File: config.mk
export PLATFORM = sky130hd
export DESIGN_NAME = gamepad_report_to_key_events
export DESIGN_NICKNAME = d
export VERILOG_FILES = /design/src/rtl/gpk_pkg.sv /design/src/rtl/gamepad_report_to_key_events.sv /design/src/rtl/gpk_ram.sv /design/src/rtl/gpk_stick_dir.sv /design/src/rtl/gpk_event_detect.sv /design/src/rtl/gpk_event_serializer.sv
export VERILOG_INCLUDE_DIRS = /design/src /design/src/rtl
export SDC_FILE = /design/constraint.sdc
export NUM_CORES = 2
export LEC_CHECK = 0
export BUFFER_PORTS_ARGS = -buffer_cell sky130_fd_sc_hd__clkbuf_2
export CORE_MARGIN = 3
export CORE_UTILIZATION = 45
export DETAILED_ROUTE_END_ITERATION = 10
export GPL_TIMING_DRIVEN = 0
export SYNTH_ARGS = -nofsm -noshare
export SYNTH_HDL_FRONTEND = slang
export SYNTH_SLANG_ARGS = --single-unit
File: constraint.sdc
create_clock -name clk -period 19.85 [get_ports clk]
set_input_delay 3.97 -clock clk [delete_from_list [all_inputs] [get_ports clk]]
set_output_delay 3.97 -clock clk [all_outputs]
set_load 0.02 [all_outputs]
File: src/rtl/gamepad_report_to_key_events_macros.svh
// assertion helpers, sampled on clk and disabled while arst_n is low
`ifndef GAMEPAD_REPORT_TO_KEY_EVENTS_MACROS_SVH
`define GAMEPAD_REPORT_TO_KEY_EVENTS_MACROS_SVH

// same-cycle implication
`define GPK_ASSERT_NOW(label, ante, cons, msg) \
	label: assert property (@(posedge clk) disable iff (!arst_n) (ante) |-> (cons)) \
		else $error(msg);

// next-cycle implication
`define GPK_ASSERT_NEXT(label, ante, cons, msg) \
	label: assert property (@(posedge clk) disable iff (!arst_n) (ante) |=> (cons)) \
		else $error(msg);

`endif

File: src/rtl/gpk_pkg.sv
`default_nettype none

package gpk_pkg;

	localparam int KEY_WIDTH    = 32;
	localparam int BUTTON_COUNT = 4;
	localparam int TABLE_DEPTH  = 39;
	localparam int IDX_W        = $clog2(TABLE_DEPTH);
	localparam int EV_COUNT     = 15;
	localparam int PADDR_W      = 4;

	localparam logic [3:0] BUTTON_MASK = 4'((1 << BUTTON_COUNT) - 1);

	localparam logic [3:0] HAT_CENTER = 4'd8;

	// stick headings, up then clockwise, centered last
	localparam logic [3:0] HDG_N  = 4'd0;
	localparam logic [3:0] HDG_NE = 4'd1;
	localparam logic [3:0] HDG_E  = 4'd2;
	localparam logic [3:0] HDG_SE = 4'd3;
	localparam logic [3:0] HDG_S  = 4'd4;
	localparam logic [3:0] HDG_SW = 4'd5;
	localparam logic [3:0] HDG_W  = 4'd6;
	localparam logic [3:0] HDG_NW = 4'd7;
	localparam logic [3:0] HDG_C  = 4'd8;

	// key table layout
	localparam logic [IDX_W-1:0] IDX_BUTTON  = IDX_W'(9);
	localparam logic [IDX_W-1:0] IDX_BUMPER  = IDX_W'(13);
	localparam logic [IDX_W-1:0] IDX_TRIGGER = IDX_W'(15);
	localparam logic [IDX_W-1:0] IDX_STICK   = IDX_W'(17);
	localparam logic [IDX_W-1:0] IDX_PRESS   = IDX_W'(35);
	localparam logic [IDX_W-1:0] IDX_OPTION  = IDX_W'(37);
	localparam int               STICK_SPAN  = 9;

	// event slots in emit order
	localparam int EV_HAT      = 0;
	localparam int EV_BUTTON   = 1;
	localparam int EV_SIDE     = 5;
	localparam int SIDE_SPAN   = 5;
	localparam int EV_BUMPER   = 0;
	localparam int EV_TRIGGER  = 1;
	localparam int EV_STICK    = 2;
	localparam int EV_PRESS    = 3;
	localparam int EV_OPTION   = 4;

	// side_bits positions, left then right
	localparam int SB_BUMPER  = 0;
	localparam int SB_TRIGGER = 2;
	localparam int SB_OPTION  = 4;
	localparam int SB_PRESS   = 6;

	// register map and reset values
	localparam logic [PADDR_W-1:0] ADDR_AXIS_CENTER = PADDR_W'(0);
	localparam logic [PADDR_W-1:0] ADDR_RADIUS_SQ   = PADDR_W'(4);
	localparam logic [PADDR_W-1:0] ADDR_DEAD_ZONE   = PADDR_W'(8);

	localparam logic [7:0]  AXIS_CENTER_RST = 8'd127;
	localparam logic [15:0] RADIUS_SQ_RST   = 16'd3276;
	localparam logic [7:0]  DEAD_ZONE_RST   = 8'd40;

	typedef struct packed {
		logic [7:0]  axis_center;
		logic [15:0] radius_sq_threshold;
		logic [7:0]  axis_dead_zone;
	} cfg_t;

	typedef struct packed {
		logic        mode;
		logic [7:0]  left_x;
		logic [7:0]  left_y;
		logic [7:0]  right_x;
		logic [7:0]  right_y;
		logic [3:0]  hat;
		logic [3:0]  face_buttons;
		logic [7:0]  side_bits;
		logic [5:0]  table_index;
		logic [31:0] table_key;
	} rpt_t;

	typedef struct packed {
		logic [31:0] key_code;
		logic        last_event;
	} evt_t;

	typedef struct packed {
		logic [EV_COUNT-1:0]            mask;
		logic [EV_COUNT-1:0][IDX_W-1:0] idx;
	} ev_list_t;

	typedef struct packed {
		logic                 we;
		logic [IDX_W-1:0]     idx;
		logic [KEY_WIDTH-1:0] key;
	} tbl_wr_t;

	typedef struct packed {
		logic free;
		logic busy;
	} ser_stat_t;

endpackage

`default_nettype wire

File: src/rtl/gamepad_report_to_key_events.sv
// channel | role          | handshake            | beat payload
// --------+---------------+----------------------+-------------------------------
// rpt     | report in     | rpt_valid/rpt_ready  | rpt_t: report or key table write
// evt     | key event out | evt_valid/evt_ready  | evt_t: key_code, last_event
// apb     | config        | psel/penable/pready  | axis_center, radius_sq, dead zone
//
// a report is held in the input register, then its events leave one per cycle
// while evt_ready holds (up to 15 per report), a rate set by the single key
// table read port; a key table write beat produces no events
// an event passes s1, the pending mask, the table read and the output register
// reset clears the key table valid bits and returns the previous report state and config to their reset values
// a stalled evt side backs up through the read stage into rpt_ready
`default_nettype none

`include "gamepad_report_to_key_events_macros.svh"

module gamepad_report_to_key_events (
	input  wire logic                          clk,
	input  wire logic                          arst_n,
	input  wire logic                          psel,
	input  wire logic                          penable,
	input  wire logic                          pwrite,
	input  wire logic [gpk_pkg::PADDR_W-1:0]   paddr,
	input  wire logic [31:0]                   pwdata,
	output logic      [31:0]                   prdata,
	output logic                               pready,
	input  wire logic                          rpt_valid,
	output logic                               rpt_ready,
	input  wire gpk_pkg::rpt_t                 rpt,
	output logic                               evt_valid,
	input  wire logic                          evt_ready,
	output gpk_pkg::evt_t                      evt
);
	import gpk_pkg::*;

	cfg_t      cfg_q;
	logic      cfg_wr;

	rpt_t      rpt_s1;
	logic      s1_valid_q;
	logic      s1_adv;

	ev_list_t  ev;
	tbl_wr_t   tbl;
	ser_stat_t ser_stat;

	// ---------------- configuration port ----------------
	// zero wait state, write lands on the access phase
	assign pready = 1'b1;
	assign cfg_wr = psel && penable && pwrite;

	always_ff @(posedge clk or negedge arst_n) begin
		if (!arst_n) begin
			cfg_q.axis_center         <= AXIS_CENTER_RST;
			cfg_q.radius_sq_threshold <= RADIUS_SQ_RST;
			cfg_q.axis_dead_zone      <= DEAD_ZONE_RST;
		end else if (cfg_wr) begin
			unique case (paddr)
				ADDR_AXIS_CENTER: cfg_q.axis_center         <= pwdata[7:0];
				ADDR_RADIUS_SQ:   cfg_q.radius_sq_threshold <= pwdata[15:0];
				ADDR_DEAD_ZONE:   cfg_q.axis_dead_zone      <= pwdata[7:0];
				default: begin
				end
			endcase
		end
	end

	always_comb begin
		unique case (paddr)
			ADDR_AXIS_CENTER: prdata = 32'(cfg_q.axis_center);
			ADDR_RADIUS_SQ:   prdata = 32'(cfg_q.radius_sq_threshold);
			ADDR_DEAD_ZONE:   prdata = 32'(cfg_q.axis_dead_zone);
			default:          prdata = '0;
		endcase
	end

	// ---------------- input register ----------------
	// an item leaves s1 once the serializer has handed out its last pending read,
	// so the key table is only written after earlier reports have read it
	assign s1_adv    = s1_valid_q && ser_stat.free;
	assign rpt_ready = !s1_valid_q || s1_adv;

	always_ff @(posedge clk or negedge arst_n) begin
		if (!arst_n) begin
			s1_valid_q <= 1'b0;
		end else if (rpt_ready) begin
			s1_valid_q <= rpt_valid;
		end
	end

	always_ff @(posedge clk) begin
		if (rpt_valid && rpt_ready) begin
			rpt_s1 <= rpt;
		end
	end

	// ---------------- event detection ----------------
	// previous report state moves only when a controller report is taken
	gpk_event_detect u_detect (
		.clk   (clk),
		.arst_n(arst_n),
		.cfg   (cfg_q),
		.rpt   (rpt_s1),
		.update(s1_adv && !rpt_s1.mode),
		.ev    (ev)
	);

	// key table write beat, masked to the stored key width
	assign tbl.we  = s1_adv && rpt_s1.mode;
	assign tbl.idx = rpt_s1.table_index;
	assign tbl.key = rpt_s1.table_key[KEY_WIDTH-1:0];

	// ---------------- event serializer and key table ----------------
	gpk_event_serializer u_serializer (
		.clk      (clk),
		.arst_n   (arst_n),
		.load     (s1_adv && !rpt_s1.mode),
		.ev       (ev),
		.tbl      (tbl),
		.evt_ready(evt_ready),
		.evt_valid(evt_valid),
		.evt      (evt),
		.stat     (ser_stat)
	);

	// ---------------- checks ----------------
	// a beat that is not the last of its report must have more work behind it
	`GPK_ASSERT_NOW(a_more_after_not_last, evt_valid && evt_ready && !evt.last_event, ser_stat.busy, "event beat without last flag but nothing pending")
	// a new output beat comes only from a table read in flight
	`GPK_ASSERT_NOW(a_out_from_read, $rose(evt_valid), $past(ser_stat.busy), "output appeared with serializer idle")
	// a table write never lands while reads of an earlier report are still pending
	`GPK_ASSERT_NEXT(a_write_after_drain, tbl.we, !($past(ser_stat.busy) && !$past(ser_stat.free)), "key table written under pending reads")

endmodule

`default_nettype wire

File: src/rtl/gpk_ram.sv
`default_nettype none

module gpk_ram #(
	parameter int WIDTH = 32,
	parameter int DEPTH = 39
) (
	input  wire logic                     clk,
	input  wire logic                     we,
	input  wire logic [$clog2(DEPTH)-1:0] waddr,
	input  wire logic [WIDTH-1:0]         wdata,
	input  wire logic                     re,
	input  wire logic [$clog2(DEPTH)-1:0] raddr,
	output logic      [WIDTH-1:0]         rdata
);

	logic [WIDTH-1:0] mem [DEPTH];

	always_ff @(posedge clk) begin
		if (we) begin
			mem[waddr] <= wdata;
		end
		if (re) begin
			rdata <= mem[raddr];
		end
	end

endmodule

`default_nettype wire

File: src/rtl/gpk_stick_dir.sv
`default_nettype none

module gpk_stick_dir (
	input  wire gpk_pkg::cfg_t cfg,
	input  wire logic [7:0]    ax,
	input  wire logic [7:0]    ay,
	output logic      [3:0]    dir
);
	import gpk_pkg::*;

	logic [8:0]  dx, dy;
	logic [7:0]  mx, my;
	logic [15:0] sqx, sqy;
	logic [16:0] r2;
	logic        xp, xn, yp, yn;

	// offsets from rest as sign and magnitude
	assign dx = {1'b0, ax} - {1'b0, cfg.axis_center};
	assign dy = {1'b0, ay} - {1'b0, cfg.axis_center};
	assign mx = dx[8] ? 8'(-dx) : dx[7:0];
	assign my = dy[8] ? 8'(-dy) : dy[7:0];

	assign sqx = mx * mx;
	assign sqy = my * my;
	assign r2  = {1'b0, sqx} + {1'b0, sqy};

	assign xp = !dx[8] && (mx > cfg.axis_dead_zone);
	assign xn =  dx[8] && (mx > cfg.axis_dead_zone);
	assign yp = !dy[8] && (my > cfg.axis_dead_zone);
	assign yn =  dy[8] && (my > cfg.axis_dead_zone);

	always_comb begin
		if (r2 <= {1'b0, cfg.radius_sq_threshold}) begin
			dir = HDG_C;
		end else begin
			// small y is up
			unique case ({xp, xn, yp, yn})
				4'b1000: dir = HDG_E;
				4'b1001: dir = HDG_NE;
				4'b0001: dir = HDG_N;
				4'b0101: dir = HDG_NW;
				4'b0100: dir = HDG_W;
				4'b0110: dir = HDG_SW;
				4'b0010: dir = HDG_S;
				4'b1010: dir = HDG_SE;
				default: dir = HDG_C;
			endcase
		end
	end

endmodule

`default_nettype wire

File: src/rtl/gpk_event_detect.sv
`default_nettype none

module gpk_event_detect (
	input  wire logic              clk,
	input  wire logic              arst_n,
	input  wire gpk_pkg::cfg_t     cfg,
	input  wire gpk_pkg::rpt_t     rpt,
	input  wire logic              update,
	output gpk_pkg::ev_list_t      ev
);
	import gpk_pkg::*;

	logic [7:0] prev_lx_q, prev_ly_q, prev_rx_q, prev_ry_q;
	logic [3:0] prev_hat_q;
	logic [3:0] prev_face_q;
	logic [7:0] prev_side_q;

	logic [3:0]      hat_c;
	logic [3:0]      face_rise;
	logic [7:0]      side_rise;
	logic [1:0][3:0] new_dir, old_dir;

	gpk_stick_dir u_new_left (.cfg(cfg), .ax(rpt.left_x), .ay(rpt.left_y), .dir(new_dir[0]));
	gpk_stick_dir u_new_right (.cfg(cfg), .ax(rpt.right_x), .ay(rpt.right_y), .dir(new_dir[1]));
	gpk_stick_dir u_prev_left (.cfg(cfg), .ax(prev_lx_q), .ay(prev_ly_q), .dir(old_dir[0]));
	gpk_stick_dir u_prev_right (.cfg(cfg), .ax(prev_rx_q), .ay(prev_ry_q), .dir(old_dir[1]));

	// hat codes above centered fold onto centered
	assign hat_c     = (rpt.hat > HAT_CENTER) ? HAT_CENTER : rpt.hat;
	assign face_rise = rpt.face_buttons & ~prev_face_q & BUTTON_MASK;
	assign side_rise = rpt.side_bits & ~prev_side_q;

	always_comb begin
		int base;
		ev = '0;
		ev.mask[EV_HAT] = (hat_c != prev_hat_q);
		ev.idx[EV_HAT]  = IDX_W'(hat_c);
		for (int i = 0; i < 4; i++) begin
			ev.mask[EV_BUTTON + i] = face_rise[i];
			ev.idx[EV_BUTTON + i]  = IDX_BUTTON + IDX_W'(i);
		end
		for (int s = 0; s < 2; s++) begin
			base = EV_SIDE + s * SIDE_SPAN;
			ev.mask[base + EV_BUMPER]  = side_rise[SB_BUMPER + s];
			ev.idx[base + EV_BUMPER]   = IDX_BUMPER + IDX_W'(s);
			ev.mask[base + EV_TRIGGER] = side_rise[SB_TRIGGER + s];
			ev.idx[base + EV_TRIGGER]  = IDX_TRIGGER + IDX_W'(s);
			ev.mask[base + EV_STICK]   = (new_dir[s] != old_dir[s]);
			ev.idx[base + EV_STICK]    = IDX_STICK + IDX_W'(s * STICK_SPAN)
				+ IDX_W'(new_dir[s]);
			ev.mask[base + EV_PRESS]   = side_rise[SB_PRESS + s];
			ev.idx[base + EV_PRESS]    = IDX_PRESS + IDX_W'(s);
			ev.mask[base + EV_OPTION]  = side_rise[SB_OPTION + s];
			ev.idx[base + EV_OPTION]   = IDX_OPTION + IDX_W'(s);
		end
	end

	always_ff @(posedge clk or negedge arst_n) begin
		if (!arst_n) begin
			prev_lx_q   <= '0;
			prev_ly_q   <= '0;
			prev_rx_q   <= '0;
			prev_ry_q   <= '0;
			prev_hat_q  <= HAT_CENTER;
			prev_face_q <= '0;
			prev_side_q <= '0;
		end else if (update) begin
			prev_lx_q   <= rpt.left_x;
			prev_ly_q   <= rpt.left_y;
			prev_rx_q   <= rpt.right_x;
			prev_ry_q   <= rpt.right_y;
			prev_hat_q  <= hat_c;
			prev_face_q <= rpt.face_buttons;
			prev_side_q <= rpt.side_bits;
		end
	end

endmodule

`default_nettype wire

File: src/rtl/gpk_event_serializer.sv
`default_nettype none

module gpk_event_serializer (
	input  wire logic              clk,
	input  wire logic              arst_n,
	input  wire logic              load,
	input  wire gpk_pkg::ev_list_t ev,
	input  wire gpk_pkg::tbl_wr_t  tbl,
	input  wire logic              evt_ready,
	output logic                   evt_valid,
	output gpk_pkg::evt_t          evt,
	output gpk_pkg::ser_stat_t     stat
);
	import gpk_pkg::*;

	logic [EV_COUNT-1:0]            pend_mask_q;
	logic [EV_COUNT-1:0][IDX_W-1:0] pend_idx_q;
	logic [EV_COUNT-1:0]            pick, rest;
	logic [IDX_W-1:0]               pick_idx;
	logic                           issue, move, tbl_we;
	logic                           rd_valid_s2, rd_hit_s2, rd_last_s2;
	logic [TABLE_DEPTH-1:0]         tv_q;
	logic [KEY_WIDTH-1:0]           rdata;
	logic                           evt_valid_q;
	evt_t                           evt_q;

	// lowest pending slot goes first
	assign pick = pend_mask_q & (~pend_mask_q + EV_COUNT'(1));
	assign rest = pend_mask_q & ~pick;

	always_comb begin
		pick_idx = '0;
		for (int i = 0; i < EV_COUNT; i++) begin
			pick_idx = pick_idx | (pend_idx_q[i] & {IDX_W{pick[i]}});
		end
	end

	assign move  = rd_valid_s2 && (!evt_valid_q || evt_ready);
	assign issue = (|pend_mask_q) && (!rd_valid_s2 || move);

	assign stat.free = !(|pend_mask_q) || (issue && !(|rest));
	assign stat.busy = (|pend_mask_q) || rd_valid_s2;

	assign tbl_we = tbl.we && (tbl.idx < IDX_W'(TABLE_DEPTH));

	gpk_ram #(
		.WIDTH(KEY_WIDTH),
		.DEPTH(TABLE_DEPTH)
	) u_key_ram (
		.clk  (clk),
		.we   (tbl_we),
		.waddr(tbl.idx),
		.wdata(tbl.key),
		.re   (issue),
		.raddr(pick_idx),
		.rdata(rdata)
	);

	always_ff @(posedge clk or negedge arst_n) begin
		if (!arst_n) begin
			pend_mask_q <= '0;
			rd_valid_s2 <= 1'b0;
			evt_valid_q <= 1'b0;
			tv_q        <= '0;
		end else begin
			if (load) begin
				pend_mask_q <= ev.mask;
			end else if (issue) begin
				pend_mask_q <= rest;
			end
			rd_valid_s2 <= issue || (rd_valid_s2 && !move);
			evt_valid_q <= move || (evt_valid_q && !evt_ready);
			if (tbl_we) begin
				tv_q[tbl.idx] <= 1'b1;
			end
		end
	end

	always_ff @(posedge clk) begin
		if (load) begin
			pend_idx_q <= ev.idx;
		end
		if (issue) begin
			rd_hit_s2  <= tv_q[pick_idx];
			rd_last_s2 <= !(|rest);
		end
		if (move) begin
			// never-written entries read as no key
			evt_q.key_code   <= rd_hit_s2 ? 32'(rdata) : '0;
			evt_q.last_event <= rd_last_s2;
		end
	end

	assign evt_valid = evt_valid_q;
	assign evt       = evt_q;

endmodule

`default_nettype wire
==> Flow_metrics.wiki <==
{| class="wikitable"
! Metric !! Value
|-
| Pin count of the biggest net entering global routing || between 80 and 90
|-
| Number of non-filler instances in the completed layout || roughly 9900
|-
| DR vias/cell || 5.71
|-
| Most numerous cell in the Yosys netlist || sky130_fd_sc_hd__nand2_1
|-
| Number of filler cells placed in the layout || around 16000
|-
| YS warnings || 0
|-
| Post-synth top flop || sky130_fd_sc_hd__edfxtp_1
|-
| Critical path start-end classification || register to register
|-
| RR Endpoint || u_serializer.pend_idx_q[75]
|-
| Placer Congestion || between 0.9 and 1
|-
| Slew margin rel. || 2.49%
|-
| Final wirelength || 250000 um
|-
| Worst path required time || 20.42 ns
|-
| TritonCTS clock tree || yes
|-
| Final net count || 8254
|-
| Placeable core area || 179000 um^2
|-
| Number of gates resized after cts || 0
|-
| Number of antenna violations at the first check in global routing || 3
|-
| Die Ht || 431 um
|-
| Largest family of logic cells by synthesized area || adder cells
|-
| Share of final-layout standard cells stronger than drive strength 1 || 8.81%
|-
| Half-perimeter wire length of the detailed placement result || 180000 um
|-
| Row Count || about 160
|-
| Endpoint arrival time on the critical path || 13.26 ns
|-
| Share of the synthesized area in compound gates (AO/OA/AOI/OAI) || 8.10%
|-
| Clock transition at the registers of the reported paths || 0.06 ns
|-
| Area enclosed by the die boundary || 185000 um^2
|-
| Die Width || 431 um
|-
| Worst Clk Skew || 0.0294 ns
|-
| Latest clock arrival within the worst-skew pair || ~0.82 ns
|-
| Proportion of synthesized area in mux cells || less than 1%
|-
| Starting density of the core || roughly 45%
|-
| Number of global-route vias before repair || 56378
|-
| Boundary Pins || between 150 and 200
|-
| Post-synthesis xor/xnor area fraction || about 1.8%
|-
| Cell type with the highest occurrence count on the critical path || sky130_fd_sc_hd__inv_1
|-
| Antenna viol nets, final || 0
|-
| Routing layer with the top usage in global route || met2
|-
| Post-placement cell count || between 9000 and 10000
|-
| Grt met1 use || about a third
|-
| Synth area leader || sky130_fd_sc_hd__edfxtp_1
|-
| Last element of the critical path || u_serializer.pend_idx_q[75]
|-
| Total clock buffers created by CTS || 164
|-
| Cell at the root of the clock tree || sky130_fd_sc_hd__clkbuf_16
|-
| Residual overflow from global routing || 0
|-
| Run status || completed
|-
| Count of H-tree levels built during CTS || 4
|-
| Total setup buffers inserted after CTS || 0
|-
| Drt first pass iters || 5
|-
| Endpoint class of the critical path || register
|-
| Cell with the biggest individual delay on the critical path || sky130_fd_sc_hd__o41ai_2
|-
| Worst hold path class || register to register
|-
| Number of enable flip-flop cells after synthesis || 1418
|-
| Cell variety after synth || approximately 90
|-
| Share of synthesized area occupied by flip-flops and latches || 56.7%
|-
| Area overhead of the layout relative to synthesis || 13.7%
|-
| Maximum net fanout on the critical path || 17
|-
| Setup-failing EPs final || 0
|-
| Flip-flop and latch count after synthesis || 1555
|-
| Total of hold buffers inserted after clock tree synthesis || 0
|-
| Final hold violation count || 0
|-
| Maximum single-stage delay on the critical path || 0.92 ns
|-
| Asr flop ratio synth || 8.81%
|-
| Tmin final || 12.69 ns
|-
| Startpoint Class || register
|-
| Global-route wire length before repair || 366000 um
|-
| Reg-to-reg critical path startpoint || cfg_q[25]
|-
| DRC viols || 0
|-
| Synthesized-area fraction occupied by and/or/nand/nor cells || 13.9%
|-
| Average size of a mapped cell || 11.6 um^2
|-
| Total routing usage reported by global routing || 26.8%
|-
| Portion of the clock cycle consumed by the worst path in the final layout || between 60 and 70%
|-
| Synth Cell Area || just over 80000 um^2
|-
| Number of slew-limit violations in the final report || 0
|-
| Post-synth top area share || a little over half
|-
| Sinks on the clock net || roughly 1600
|-
| Clk buf depth || 3
|-
| Worst setup slack for register-to-register paths || 7.16 ns
|-
| Slew at the pin closest to its max-slew limit || 1.46 ns
|-
| Summed negative setup slack over all endpoints || 0 ns
|-
| Vias after detailed routing || 56431
|-
| Port Buffers || 164
|-
| Max Cap Viol || 0
|-
| Highest clock rate || slightly below 0.08 GHz
|-
| Iter 0 DRT Violations || 5900
|-
| Top post-synthesis cells by area || sky130_fd_sc_hd__edfxtp_1 52%, sky130_fd_sc_hd__fa_1 7.7%, sky130_fd_sc_hd__nand2_1 6.9%
|-
| Gate count after technology mapping || 6968
|-
| Area share of fa/ha/maj cells after synthesis || between 10% and 20%
|-
| Count of cells along the worst register-to-register path || 42
|-
| Unrepaired setup endpoints after global routing || no
|-
| GR Layer Usage met3 || 4.22%
|-
| Met2 Usage GRT || 44.8%
|-
| DR WL/cell || 25.3 um
|-
| CP startpoint || cfg_q[25]
|-
| Cell types with the highest counts after synthesis || 1496 x sky130_fd_sc_hd__nand2_1, 1418 x sky130_fd_sc_hd__edfxtp_1, 584 x sky130_fd_sc_hd__inv_1
|}
[per-layer routing]
| layer | share of wire [%] | up-vias |
|---|---|---|
| met1 | 39 | 28187 |
| met2 | 48 | 2297 |
| met3 | 7.2 | 546 |
| met4 | 5.6 | 2 |
| met5 | 0.0056 | - |
| li1 | - | 25399 |
[registers in the layout, summed over array words and instances (netlist names), 4 cells and up]
register and flops:
u_detect.prev_ly_q 8, u_detect.prev_rx_q 8, u_detect.prev_hat_q 4, u_serializer.u_key_ram.mem 1248, u_detect.prev_face_q 4, u_serializer.pend_mask_q 15, u_detect.prev_side_q 8, u_detect.prev_lx_q 8
rpt_s1 87, u_detect.prev_ry_q 8, u_serializer.evt 33, u_serializer.tv_q 39, cfg_q 32, u_serializer.pend_idx_q 16, u_serializer.u_key_ram.rdata 32
[layout make-up]
cell class | instances | area, um^2 | share of cell area, %
Tap cell | 2355 | 2950 | 3.19
Multi-Input combinational cell | 4513 | 31900 | 34.6
Sequential cell | 1555 | 46000 | 49.9
Timing Repair Buffer | 245 | 2590 | 2.81
Antenna cell | 1 | 2.50 | 0.00271
Buffer | 330 | 1370 | 1.49
Clock buffer | 219 | 4430 | 4.81
Inverter | 585 | 2200 | 2.38
Clock inverter | 79 | 772 | 0.837
[worst min-delay path by stage]
| stage | slack, ns | from | cells past startpoint | to |
|---|---|---|---|---|
| 2_1_floorplan | 0.40 | u_serializer.rd_last_s2 | 0 | u_serializer.evt[0] |
| 3_3_place_gp | 0.41 | u_serializer.rd_last_s2 | 0 | u_serializer.evt[0] |
| 3_5_place_dp | 0.41 | u_serializer.rd_last_s2 | 0 | u_serializer.evt[0] |
| 4_1_cts | 0.42 | u_serializer.rd_last_s2 | 0 | u_serializer.evt[0] |
| 5_1_grt | 0.44 | u_serializer.rd_last_s2 | 0 | u_serializer.evt[0] |
| 6_report | 0.43 | u_serializer.rd_last_s2 | 0 | u_serializer.evt[0] |
[metrics by stage]
| step | setup WS [ns] | util (%) | hold WS, ns | area, um^2 |
|---|---|---|---|---|
| 3_3_place_gp | 7.16 | 47.5 | 0.406 | 85000 |
| 6_report | 7.16 | 51.6 | 0.430 | 92300 |
| 3_5_place_dp | 7.11 | 48.5 | 0.412 | 86700 |
| 5_1_grt | 6.40 | 51.6 | 0.439 | 92300 |
| 2_1_floorplan | 9.83 | - | 0.400 | 81200 |
| 4_1_cts | 7.04 | 51.4 | 0.424 | 91900 |
[cell families (layout without fill, tap and decap cells)]
logic type / count (synthesis) / count (layout)
AO/OA/AOI/OAI: 952 / 952
XOR/XNOR: 162 / 162
adder cells (fa/ha/maj): 734 / 734
buffers and inverters: 915 / 1458
flip-flops: 1555 / 1555
multiplexers: 45 / 45
other: 2 / 18
AND/OR/NAND/NOR: 2603 / 2603
[placed cells by master, fill, tap and decap left out, types with 49 or more instances in the layout]
cell and n:
sky130_fd_sc_hd__nand2_1 1496, sky130_fd_sc_hd__edfxtp_1 1418, sky130_fd_sc_hd__inv_1 584, sky130_fd_sc_hd__ha_1 418, sky130_fd_sc_hd__nor2_1 343, sky130_fd_sc_hd__fa_1 312, sky130_fd_sc_hd__nand3_1 288, sky130_fd_sc_hd__clkbuf_1 273
sky130_fd_sc_hd__and3_1 182, sky130_fd_sc_hd__clkbuf_16 167, sky130_fd_sc_hd__o21ai_0 164, sky130_fd_sc_hd__clkbuf_2 163, sky130_fd_sc_hd__a21oi_1 161, sky130_fd_sc_hd__a311oi_1 147, sky130_fd_sc_hd__dfrtp_1 121, sky130_fd_sc_hd__a31oi_1 113
sky130_fd_sc_hd__xnor2_1 110, sky130_fd_sc_hd__a21o_1 49, sky130_fd_sc_hd__xor2_1 49
[worst max-delay path: cells and delay by family, from the launching register on]
kind / cells / cell delay [ns]
buf+inv: 10 / 1.22
simple gates: 8 / 1.84
compound gates: 11 / 3.24
fa+ha+maj: 11 / 4.59
flops: 1 / 0.54
xor+xnor: 2 / 0.98
Power is not shown: default switching activity piles up to over one toggle a cycle in this logic, so the estimate is an artifact.
